==> src/hdl/dual_motor_stall_homing_gripper_core_defines.svh <==
// ----------------------------------------------------------------------------
// Gripper core assertion macros
// Shared concurrent assertion forms, clocked on clk and held off during reset.
// ----------------------------------------------------------------------------
`ifndef DUAL_MOTOR_STALL_HOMING_GRIPPER_CORE_DEFINES_SVH
`define DUAL_MOTOR_STALL_HOMING_GRIPPER_CORE_DEFINES_SVH

// Same-cycle implication: whenever ante holds, cons holds too.
`define DMSHG_ASSERT_IMP(label, ante, cons, msg) \
	label: assert property (@(posedge clk) disable iff (!arst_n) (ante) |-> (cons)) \
		else $error(msg);

// Next-cycle implication: whenever ante holds, cons holds in the following cycle.
`define DMSHG_ASSERT_NEXT(label, ante, cons, msg) \
	label: assert property (@(posedge clk) disable iff (!arst_n) (ante) |=> (cons)) \
		else $error(msg);

`endif

==> src/hdl/dmshg_pkg.sv <==
// ----------------------------------------------------------------------------
// Gripper core package
// Word types, sequencing phases and register indices for the gripper core.
// ----------------------------------------------------------------------------
package dmshg_pkg;

	localparam int CFG_IDX_W  = 3;
	localparam int CFG_DATA_W = 32;
	localparam int CNT_W      = 6;

	typedef struct packed {
		logic signed [15:0] speed_a;
		logic signed [31:0] position_a;
		logic signed [15:0] speed_b;
		logic signed [31:0] position_b;
		logic               close_cmd;
	} in_item_t;

	typedef struct packed {
		logic signed [15:0] current_a;
		logic signed [15:0] current_b;
		logic               done_res;
		logic               ready_res;
	} out_item_t;

	typedef enum logic [1:0] {
		PH_RUN        = 2'd0,
		PH_INIT_CLOSE = 2'd1,
		PH_INIT_OPEN  = 2'd2,
		PH_SPARE      = 2'd3
	} phase_t;

	typedef enum logic [CFG_IDX_W-1:0] {
		REG_STALL_SPEED_A = 3'd0,
		REG_STALL_SPEED_B = 3'd1,
		REG_OPEN_OFFSET_A = 3'd2,
		REG_OPEN_OFFSET_B = 3'd3,
		REG_DRIVE_CURRENT = 3'd4,
		REG_ARRIVE_TOL    = 3'd5
	} reg_idx_t;

	localparam logic [15:0]      TOL_RESET = 16'd100;
	localparam logic [CNT_W-1:0] CNT_MAX   = '1;

endpackage

==> src/hdl/dual_motor_stall_homing_gripper_core.sv <==
// ----------------------------------------------------------------------------
// Dual motor stall homing gripper core
// Each accepted word is registered in item_s1, and its result word in out_data.
// Throughput: one word per cycle while the result side keeps taking words.
// The state update of one tick sits between the input and result registers.
// Reset starts in the initial close phase, arrive tolerance 100, other state zero.
// ----------------------------------------------------------------------------
`include "dual_motor_stall_homing_gripper_core_defines.svh"

module dual_motor_stall_homing_gripper_core #(
	parameter int STALL_TICKS = 50,
	parameter int POS_WIDTH   = 32
) (
	input  logic                                 clk,
	input  logic                                 arst_n,
	input  logic                                 in_valid,
	output logic                                 in_ready,
	input  dmshg_pkg::in_item_t                  in_data,
	output logic                                 out_valid,
	input  logic                                 out_ready,
	output dmshg_pkg::out_item_t                 out_data,
	input  logic                                 cfg_we,
	input  logic [dmshg_pkg::CFG_IDX_W-1:0]      cfg_index,
	input  logic [dmshg_pkg::CFG_DATA_W-1:0]     cfg_wdata
);

	localparam int PW1 = POS_WIDTH + 1;
	localparam logic [dmshg_pkg::CNT_W-1:0] STALL_LIM = dmshg_pkg::CNT_W'(STALL_TICKS);

	function automatic logic speed_over(logic signed [15:0] spd, logic [14:0] thr);
		logic signed [16:0] sx;
		logic [16:0]        mag;
		sx  = 17'(spd);
		mag = sx[16] ? unsigned'(-sx) : unsigned'(sx);
		return mag > {2'b00, thr};
	endfunction

	function automatic logic near_tgt(logic [POS_WIDTH-1:0] pos, logic [POS_WIDTH-1:0] tgt,
			logic [15:0] tol);
		logic [POS_WIDTH-1:0] d;
		logic signed [POS_WIDTH:0] dx;
		logic [POS_WIDTH:0] mag;
		d   = pos - tgt;
		dx  = signed'({d[POS_WIDTH-1], d});
		mag = dx[POS_WIDTH] ? unsigned'(-dx) : unsigned'(dx);
		return mag < PW1'(tol);
	endfunction

	function automatic logic [dmshg_pkg::CNT_W-1:0] cnt_next(
			logic [dmshg_pkg::CNT_W-1:0] cnt, logic over);
		if (over) begin
			return '0;
		end
		return (cnt == dmshg_pkg::CNT_MAX) ? cnt : cnt + 1'b1;
	endfunction

	// Configuration registers
	logic [14:0]          stall_speed_a_q, stall_speed_b_q;
	logic [POS_WIDTH-1:0] open_offset_a_q, open_offset_b_q;
	logic [15:0]          drive_current_q, arrive_tol_q;

	// Sequencing state
	dmshg_pkg::phase_t           phase_q, phase_d;
	logic [dmshg_pkg::CNT_W-1:0] stall_count_a_q, stall_count_b_q;
	logic [dmshg_pkg::CNT_W-1:0] stall_count_a_d, stall_count_b_d;
	logic [POS_WIDTH-1:0]        open_target_a_q, open_target_b_q;
	logic [POS_WIDTH-1:0]        open_target_a_d, open_target_b_d;
	logic closed_a_q, closed_b_q, opened_a_q, opened_b_q;
	logic closed_a_d, closed_b_d, opened_a_d, opened_b_d;

	// Pipeline
	logic                 v_s1;
	dmshg_pkg::in_item_t  item_s1;
	logic                 adv;
	dmshg_pkg::out_item_t res_d;

	// Tick evaluation
	logic                 do_close, do_open;
	logic                 over_a, over_b, hit_a, hit_b;
	logic                 cl_a, cl_b, close_done;
	logic                 op_a, op_b, open_done;
	logic [POS_WIDTH-1:0] pos_a, pos_b;
	logic [15:0]          neg_current;

	// Checker terms
	logic chk_done, chk_idle, chk_init_open, chk_both_closed, chk_close_adv, chk_run;

	assign adv      = v_s1 && (!out_valid || out_ready);
	assign in_ready = !v_s1 || adv;

	always_ff @(posedge clk or negedge arst_n) begin
		if (!arst_n) begin
			stall_speed_a_q <= '0;
			stall_speed_b_q <= '0;
			open_offset_a_q <= '0;
			open_offset_b_q <= '0;
			drive_current_q <= '0;
			arrive_tol_q    <= dmshg_pkg::TOL_RESET;
		end else if (cfg_we) begin
			unique case (cfg_index)
				dmshg_pkg::REG_STALL_SPEED_A: stall_speed_a_q <= cfg_wdata[14:0];
				dmshg_pkg::REG_STALL_SPEED_B: stall_speed_b_q <= cfg_wdata[14:0];
				dmshg_pkg::REG_OPEN_OFFSET_A: open_offset_a_q <= cfg_wdata[POS_WIDTH-1:0];
				dmshg_pkg::REG_OPEN_OFFSET_B: open_offset_b_q <= cfg_wdata[POS_WIDTH-1:0];
				dmshg_pkg::REG_DRIVE_CURRENT: drive_current_q <= cfg_wdata[15:0];
				dmshg_pkg::REG_ARRIVE_TOL:    arrive_tol_q    <= cfg_wdata[15:0];
				default: ;
			endcase
		end
	end

	always_ff @(posedge clk or negedge arst_n) begin
		if (!arst_n) begin
			v_s1 <= 1'b0;
		end else if (in_ready) begin
			v_s1 <= in_valid;
		end
	end

	always_ff @(posedge clk) begin
		if (in_ready && in_valid) begin
			item_s1 <= in_data;
		end
	end

	assign pos_a       = item_s1.position_a[POS_WIDTH-1:0];
	assign pos_b       = item_s1.position_b[POS_WIDTH-1:0];
	assign neg_current = 16'(-drive_current_q);

	assign do_close = (phase_q == dmshg_pkg::PH_INIT_CLOSE) ||
		(phase_q == dmshg_pkg::PH_RUN && item_s1.close_cmd);
	assign do_open  = (phase_q == dmshg_pkg::PH_INIT_OPEN) ||
		(phase_q == dmshg_pkg::PH_RUN && !item_s1.close_cmd);

	assign over_a     = speed_over(item_s1.speed_a, stall_speed_a_q);
	assign over_b     = speed_over(item_s1.speed_b, stall_speed_b_q);
	assign hit_a      = !over_a && (stall_count_a_q > STALL_LIM);
	assign hit_b      = !over_b && (stall_count_b_q > STALL_LIM);
	assign cl_a       = closed_a_q || hit_a;
	assign cl_b       = closed_b_q || hit_b;
	assign close_done = cl_a && cl_b;

	assign op_a      = opened_a_q || near_tgt(pos_a, open_target_a_q, arrive_tol_q);
	assign op_b      = opened_b_q || near_tgt(pos_b, open_target_b_q, arrive_tol_q);
	assign open_done = op_a && op_b;

	always_comb begin
		phase_d = phase_q;
		unique case (phase_q)
			dmshg_pkg::PH_RUN:        phase_d = dmshg_pkg::PH_RUN;
			dmshg_pkg::PH_INIT_CLOSE: if (close_done) phase_d = dmshg_pkg::PH_INIT_OPEN;
			dmshg_pkg::PH_INIT_OPEN:  if (open_done) phase_d = dmshg_pkg::PH_RUN;
			dmshg_pkg::PH_SPARE:      phase_d = dmshg_pkg::PH_INIT_CLOSE;
			default:                  phase_d = dmshg_pkg::PH_INIT_CLOSE;
		endcase
	end

	always_comb begin
		stall_count_a_d = stall_count_a_q;
		stall_count_b_d = stall_count_b_q;
		open_target_a_d = open_target_a_q;
		open_target_b_d = open_target_b_q;
		closed_a_d      = closed_a_q;
		closed_b_d      = closed_b_q;
		opened_a_d      = opened_a_q;
		opened_b_d      = opened_b_q;
		res_d           = '0;
		if (do_close) begin
			stall_count_a_d = cnt_next(stall_count_a_q, over_a);
			stall_count_b_d = cnt_next(stall_count_b_q, over_b);
			if (hit_a) begin
				open_target_a_d = pos_a - open_offset_a_q;
			end
			if (hit_b) begin
				open_target_b_d = pos_b - open_offset_b_q;
			end
			closed_a_d = cl_a;
			closed_b_d = cl_b;
			if (close_done) begin
				opened_a_d = 1'b0;
				opened_b_d = 1'b0;
			end else begin
				res_d.current_a = cl_a ? '0 : drive_current_q;
				res_d.current_b = cl_b ? '0 : drive_current_q;
			end
			res_d.done_res = close_done && (phase_q == dmshg_pkg::PH_RUN);
		end else if (do_open) begin
			opened_a_d = op_a;
			opened_b_d = op_b;
			if (open_done) begin
				closed_a_d = 1'b0;
				closed_b_d = 1'b0;
			end else begin
				res_d.current_a = op_a ? '0 : neg_current;
				res_d.current_b = op_b ? '0 : neg_current;
			end
			res_d.done_res = open_done && (phase_q == dmshg_pkg::PH_RUN);
		end
		res_d.ready_res = (phase_d == dmshg_pkg::PH_RUN);
	end

	always_ff @(posedge clk or negedge arst_n) begin
		if (!arst_n) begin
			phase_q         <= dmshg_pkg::PH_INIT_CLOSE;
			stall_count_a_q <= '0;
			stall_count_b_q <= '0;
			open_target_a_q <= '0;
			open_target_b_q <= '0;
			closed_a_q      <= 1'b0;
			closed_b_q      <= 1'b0;
			opened_a_q      <= 1'b0;
			opened_b_q      <= 1'b0;
		end else if (adv) begin
			phase_q         <= phase_d;
			stall_count_a_q <= stall_count_a_d;
			stall_count_b_q <= stall_count_b_d;
			open_target_a_q <= open_target_a_d;
			open_target_b_q <= open_target_b_d;
			closed_a_q      <= closed_a_d;
			closed_b_q      <= closed_b_d;
			opened_a_q      <= opened_a_d;
			opened_b_q      <= opened_b_d;
		end
	end

	always_ff @(posedge clk or negedge arst_n) begin
		if (!arst_n) begin
			out_valid <= 1'b0;
		end else if (adv) begin
			out_valid <= 1'b1;
		end else if (out_ready) begin
			out_valid <= 1'b0;
		end
	end

	always_ff @(posedge clk) begin
		if (adv) begin
			out_data <= res_d;
		end
	end

	assign chk_done        = out_valid && out_data.done_res;
	assign chk_idle        = (out_data.current_a == '0) && (out_data.current_b == '0);
	assign chk_init_open   = (phase_q == dmshg_pkg::PH_INIT_OPEN);
	assign chk_both_closed = closed_a_q && closed_b_q;
	assign chk_close_adv   = adv && (phase_q == dmshg_pkg::PH_INIT_CLOSE);
	assign chk_run         = (phase_q == dmshg_pkg::PH_RUN);

	`DMSHG_ASSERT_IMP(a_done_needs_ready, chk_done, out_data.ready_res, "done without ready")
	`DMSHG_ASSERT_IMP(a_done_zero_current, chk_done, chk_idle, "current on completion")
	`DMSHG_ASSERT_IMP(a_init_open_closed, chk_init_open, chk_both_closed, "jaws not closed")
	`DMSHG_ASSERT_NEXT(a_no_skip_init, chk_close_adv, !chk_run, "open phase skipped")

endmodule
==> config.mk <==
export PLATFORM = sky130hd
export DESIGN_NAME = dual_motor_stall_homing_gripper_core
export DESIGN_NICKNAME = d
export VERILOG_FILES = /design/src/hdl/dmshg_pkg.sv /design/src/hdl/dual_motor_stall_homing_gripper_core.sv
export VERILOG_INCLUDE_DIRS = /design/src /design/src/hdl
export SDC_FILE = /design/constraint.sdc
export NUM_CORES = 1
export LEC_CHECK = 0
export BUFFER_PORTS_ARGS = -buffer_cell sky130_fd_sc_hd__buf_2
export CORE_AREA = 4 4 248 250
export DETAILED_ROUTE_END_ITERATION = 7
export DIE_AREA = 0 0 252 254
export GPL_TIMING_DRIVEN = 1
export HOLD_SLACK_MARGIN = 0.15
export PLACE_DENSITY_LB_ADDON = 0.12
export SYNTH_ARGS = -nofsm -noshare
export SYNTH_HDL_FRONTEND = slang
export SYNTH_SLANG_ARGS = --single-unit
==> constraint.sdc <==
create_clock -name clk -period 6.85 [get_ports clk]
set_input_delay 1.37 -clock clk [delete_from_list [all_inputs] [get_ports clk]]
set_output_delay 1.37 -clock clk [all_outputs]
set_load 0.005 [all_outputs]
# After elaboration in Yosys (flattened, before gate mapping)
# Index checks and enable logic that the tools add are counted.
# word_totals
in_bits	137
wordCells	133
ff_bits	341
# op_classes
add_sub_neg	11
magnitude_cmp	6
reduce_logical	41
mux	36
eq_ne	13
# op_table
cell	n
$mux 33	4
$sub 32x32->32	4
$lt 33x16->1	2
$neg 32->33	2
$mux 16	4
$mux 32	2
$mux 6	6
$gt 17x15->1	2
$mux 17	2
$neg 16->17	2
$reduce_and 3->1	6
$neg 16->16	1
$mux 1	15
$add 6x1->6 const B	2
$eq 6x6->1 const B	2
$gt 6x6->1 const B	2
$reduce_and 2->1	6
$logic_and 1x1->1	10
$logic_or 1x1->1	8
$pmux 2 s4	1
$eq 3x2->1 const B	2
$eq 3x3->1 const B	2
$reduce_bool 2->1	3
$logic_not 1->1	5
other kinds (8)	12

# Longest topological paths before layout
# depth
ltp_word	10
depth_mapped	30
ltp_nobuf	27

# Worst setup path after synthesis
# OpenSTA, ideal clock, no wires.
# synth_timing
path_type	register to register
start	reg item_s1, in the netlist pos_b[16]
end	reg out_data[12] (netlist bit) (data pin)
required_ps	6593
arrival_time_ps	5820
stages_incl_launch_ff	29
period_less_slack_ps	6077
setup_time_ps	257
slack_ps	773
cell_sequence	edfxtp_1 -> ha_1 -> clkbuf_1 -> a21oi_1 -> o211ai_1 -> a31o_2 -> a211oi_1 -> or3b_2 -> a21oi_1 -> o21ai_0 -> xor2_1 -> clkbuf_1 -> nand2_1 -> o21ai_0 -> ha_1 -> a21boi_0 -> o21a_1 -> o21a_1 -> o21a_1 -> o21a_1 -> o211ai_1 -> a21oi_1 -> or4b_2 -> a21oi_1 -> o221ai_1 -> nor4_4 -> a21oi_2 -> buf_6 -> a32o_1
# synth_rtl
element	line_no	source
start: declaration	dual_motor_stall_homing_gripper_core.sv:73	dmshg_pkg::in_item_t item_s1;
start signal: assignment	dual_motor_stall_homing_gripper_core.sv:122	item_s1 <= in_data;
end signal: assignment	dual_motor_stall_homing_gripper_core.sv:238	out_data <= res_d;
end: declaration	dual_motor_stall_homing_gripper_core.sv:21	output dmshg_pkg::out_item_t out_data,

==> results.ini <==
[sta]
final-hold-violation-count=0
tns_ns=0
slew_violations=0
max_clock_freq_ghz=0.1569
rsz0062_at_grt=false
slew_headroom=0.3424
worst_pin_slew_ns=0.9840
final.setup_skew_ns=0.02431
period_minus_slack_ns=6.375
min_period_over_period=0.9307
finalSetupViolations=0

[synthesis]
synth_ff_type=dfrtp_1
synth_cell_type_count=91
syn_area_um2=23510
syn_nets=2863
synth-edff-count=131
postSynth.asyncResetShare=0.6158
netlist_instances=2529
ys_seq_elements=341
yosys_warnings=0
yosysSeqAreaShare=0.3910
avgSynthCellArea_um2=9.298

[power]
power.density_nw_per_um2=259.6
peakVddDrop_mv=0.2034
power.leakage_nw=11.42

[clock_network]
cts_buffers=44
cts_tree=done
clkTransAtPathRegs_ns=0.06
cts-root-buf=clkbuf_16
clkSinkCount=341
insertion_delay_ns=0.59
htreeDepth=2
clock_path_buffers=3

[worst_hold_path]
min_path_type=reg2reg

[drt]
firstDrtPassIters=5
drc=0
wl_per_cell_um=19.31
routed_wl_um=67440
drt_iter0_drc=1023
drt-vias-per-instance=5.483
dr_total_vias=19150
antenna_left=0

[run]
maxCapViolCount=0

[grt]
antenna_found_initial=3
grt_max_degree=79
grt_pass1_wl_um=105100
gr-usage-all-layers=0.2053
grt_overflow=0
grt_pass1_vias=18700

[finish]
final_area_um2=26760
diodes=0
syn_to_final_growth_pct=13.81
layout-drive-gt1-share=0.1430
nets=3018
mostFrequentLayoutCell=nand2_1
mostFrequentLayoutCells=nand2_1 (262), inv_1 (229), o21ai_0 (220), dfrtp_1 (206), ha_1 (193)
stdcell_count=3493

[placed_design]
dp_hpwl_um=50830
place_congestion=0.8762
dp_cells=3411
io_buffers=172
place_area_um2=25240

[die]
std_cell_rows=89
fp.dieH_um=254
ios=173
start_util=0.3984
die_w_um=252
dieArea_um2=64010
coreArea_um2=59020

[critical_path]
cp.required_ns=7.18
critPathSlowestCell=or4b_2
critical-path-max-stage-delay_ns=0.64
critPathKind=reg2reg
crit_path_start_kind=flop
crit_fanout=22
crit_path_end_kind=flop
cp.arrival_ns=6.71

[outcome]
status=finished clean

## registers in the layout, indices dropped and copies added, names as in the netlist, 15 cells and up
signal,cells
item_s1,33
stall_speed_b_q,15
open_offset_b_q,32
drive_current_q,16
out_data,34
open_target_a_q,32
pos_a,32
stall_speed_a_q,15
arrive_tol_q,16
open_target_b_q,32
pos_b,32
open_offset_a_q,32
## layout make-up
class	instances	area, um^2
Tap cell	773	967.2
Clock buffer	63	1295
Multi-Input combinational cell	1870	13170
Fill cell	5756	32260
Timing Repair Buffer	198	1066
Inverter	229	859.6
Clock inverter	19	211.5
Sequential cell	341	9194
## timing repair
| action | CTS | global route |
|---|---|---|
| endpoints found under the setup margin | 0 | 16 |
| gates resized for setup | 0 | 2 |
| buffers inserted | 0 | 0 |
| hold buffers | 0 | 0 |
## synthesized netlist by cell type, types with 24 or more instances
cell type | count | area, um^2
dfrtp_1 | 206 | 5155
nor3_1 | 53 | 265.3
xnor2_1 | 104 | 910.9
nor2b_1 | 24 | 150.1
nor2_1 | 90 | 337.8
o21ai_0 | 220 | 1101
xor2_1 | 50 | 437.9
o21a_1 | 34 | 255.2
a31oi_1 | 30 | 187.7
o31ai_1 | 42 | 315.3
mux2_2 | 70 | 788.3
edfxtp_1 | 131 | 3934
nand2b_1 | 38 | 237.7
inv_1 | 229 | 859.6
nand3_1 | 57 | 285.3
nand2_1 | 262 | 983.4
a21oi_1 | 145 | 725.7
ha_1 | 193 | 2415
clkbuf_1 | 73 | 274.0
a21o_1 | 68 | 510.5
## logic make-up (layout without fill, tap and decap cells)
family | after synthesis | in the layout | synth area share
fa+ha+maj | 197 | 197 | 0.1061
xor+xnor | 154 | 154 | 0.05736
compound gates | 733 | 733 | 0.2021
simple gates | 704 | 704 | 0.1530
mux | 82 | 82 | 0.03863
flops | 341 | 341 | 0.3910
buf+inv | 318 | 509 | 0.05177
## path summary, 6_finish.rpt
path                                        to                start  slack, ns  cells after the start
min reg2reg                open_target_a_q[11]  open_target_a_q[11]       0.48                      2
max                               out_data[15]             pos_b[8]       0.47                     28
max reg2reg                       out_data[15]             pos_b[8]       0.47                     28
min in group asynchronous  open_target_b_q[27]               arst_n       0.76                      1
min                        open_target_a_q[11]  open_target_a_q[11]       0.48                      2
max in group asynchronous  stall_speed_b_q[12]               arst_n       4.64                      2
## worst max-delay path: cells and delay by family, from the launching register on
kind / cells / cell delay [ns]
DFF: 1 / 0.40
adders and majority gates: 2 / 0.65
xor gates and xnor gates: 1 / 0.20
buffers and inverters: 2 / 0.42
and+or+nand+nor: 5 / 1.52
AOI/OAI and AO/OA: 17 / 2.84
muxes: 1 / 0.10
## power by group
group	switching, mW	internal, mW
sequential	0.138	2.38
combinational	1.16	0.861
clock	0.967	1.44
## stage by stage
stage	power, mW	worst slack (ns)	hold WS, ns	util
after CTS	7.026	0.2909	0.4805	0.4532
final	6.947	0.4748	0.4762	0.4534
after global routing	7.393	0.01551	0.5050	0.4534
after global placement	4.528	0.4711	0.4610	0.4277
after detailed placement	4.568	0.3424	0.4678	0.4277
after floorplan	3.978	0.7731	0.4485	-
## layer usage
metal	share of wire	vias up	global-route usage
met3	0.043	75	0.02702
met4	0.020	0	0.05028
met1	0.47	9208	0.2861
li1	-	9473	-
met2	0.47	395	0.3408
met5	0	-	0
Power figures use the tool's default switching activity.
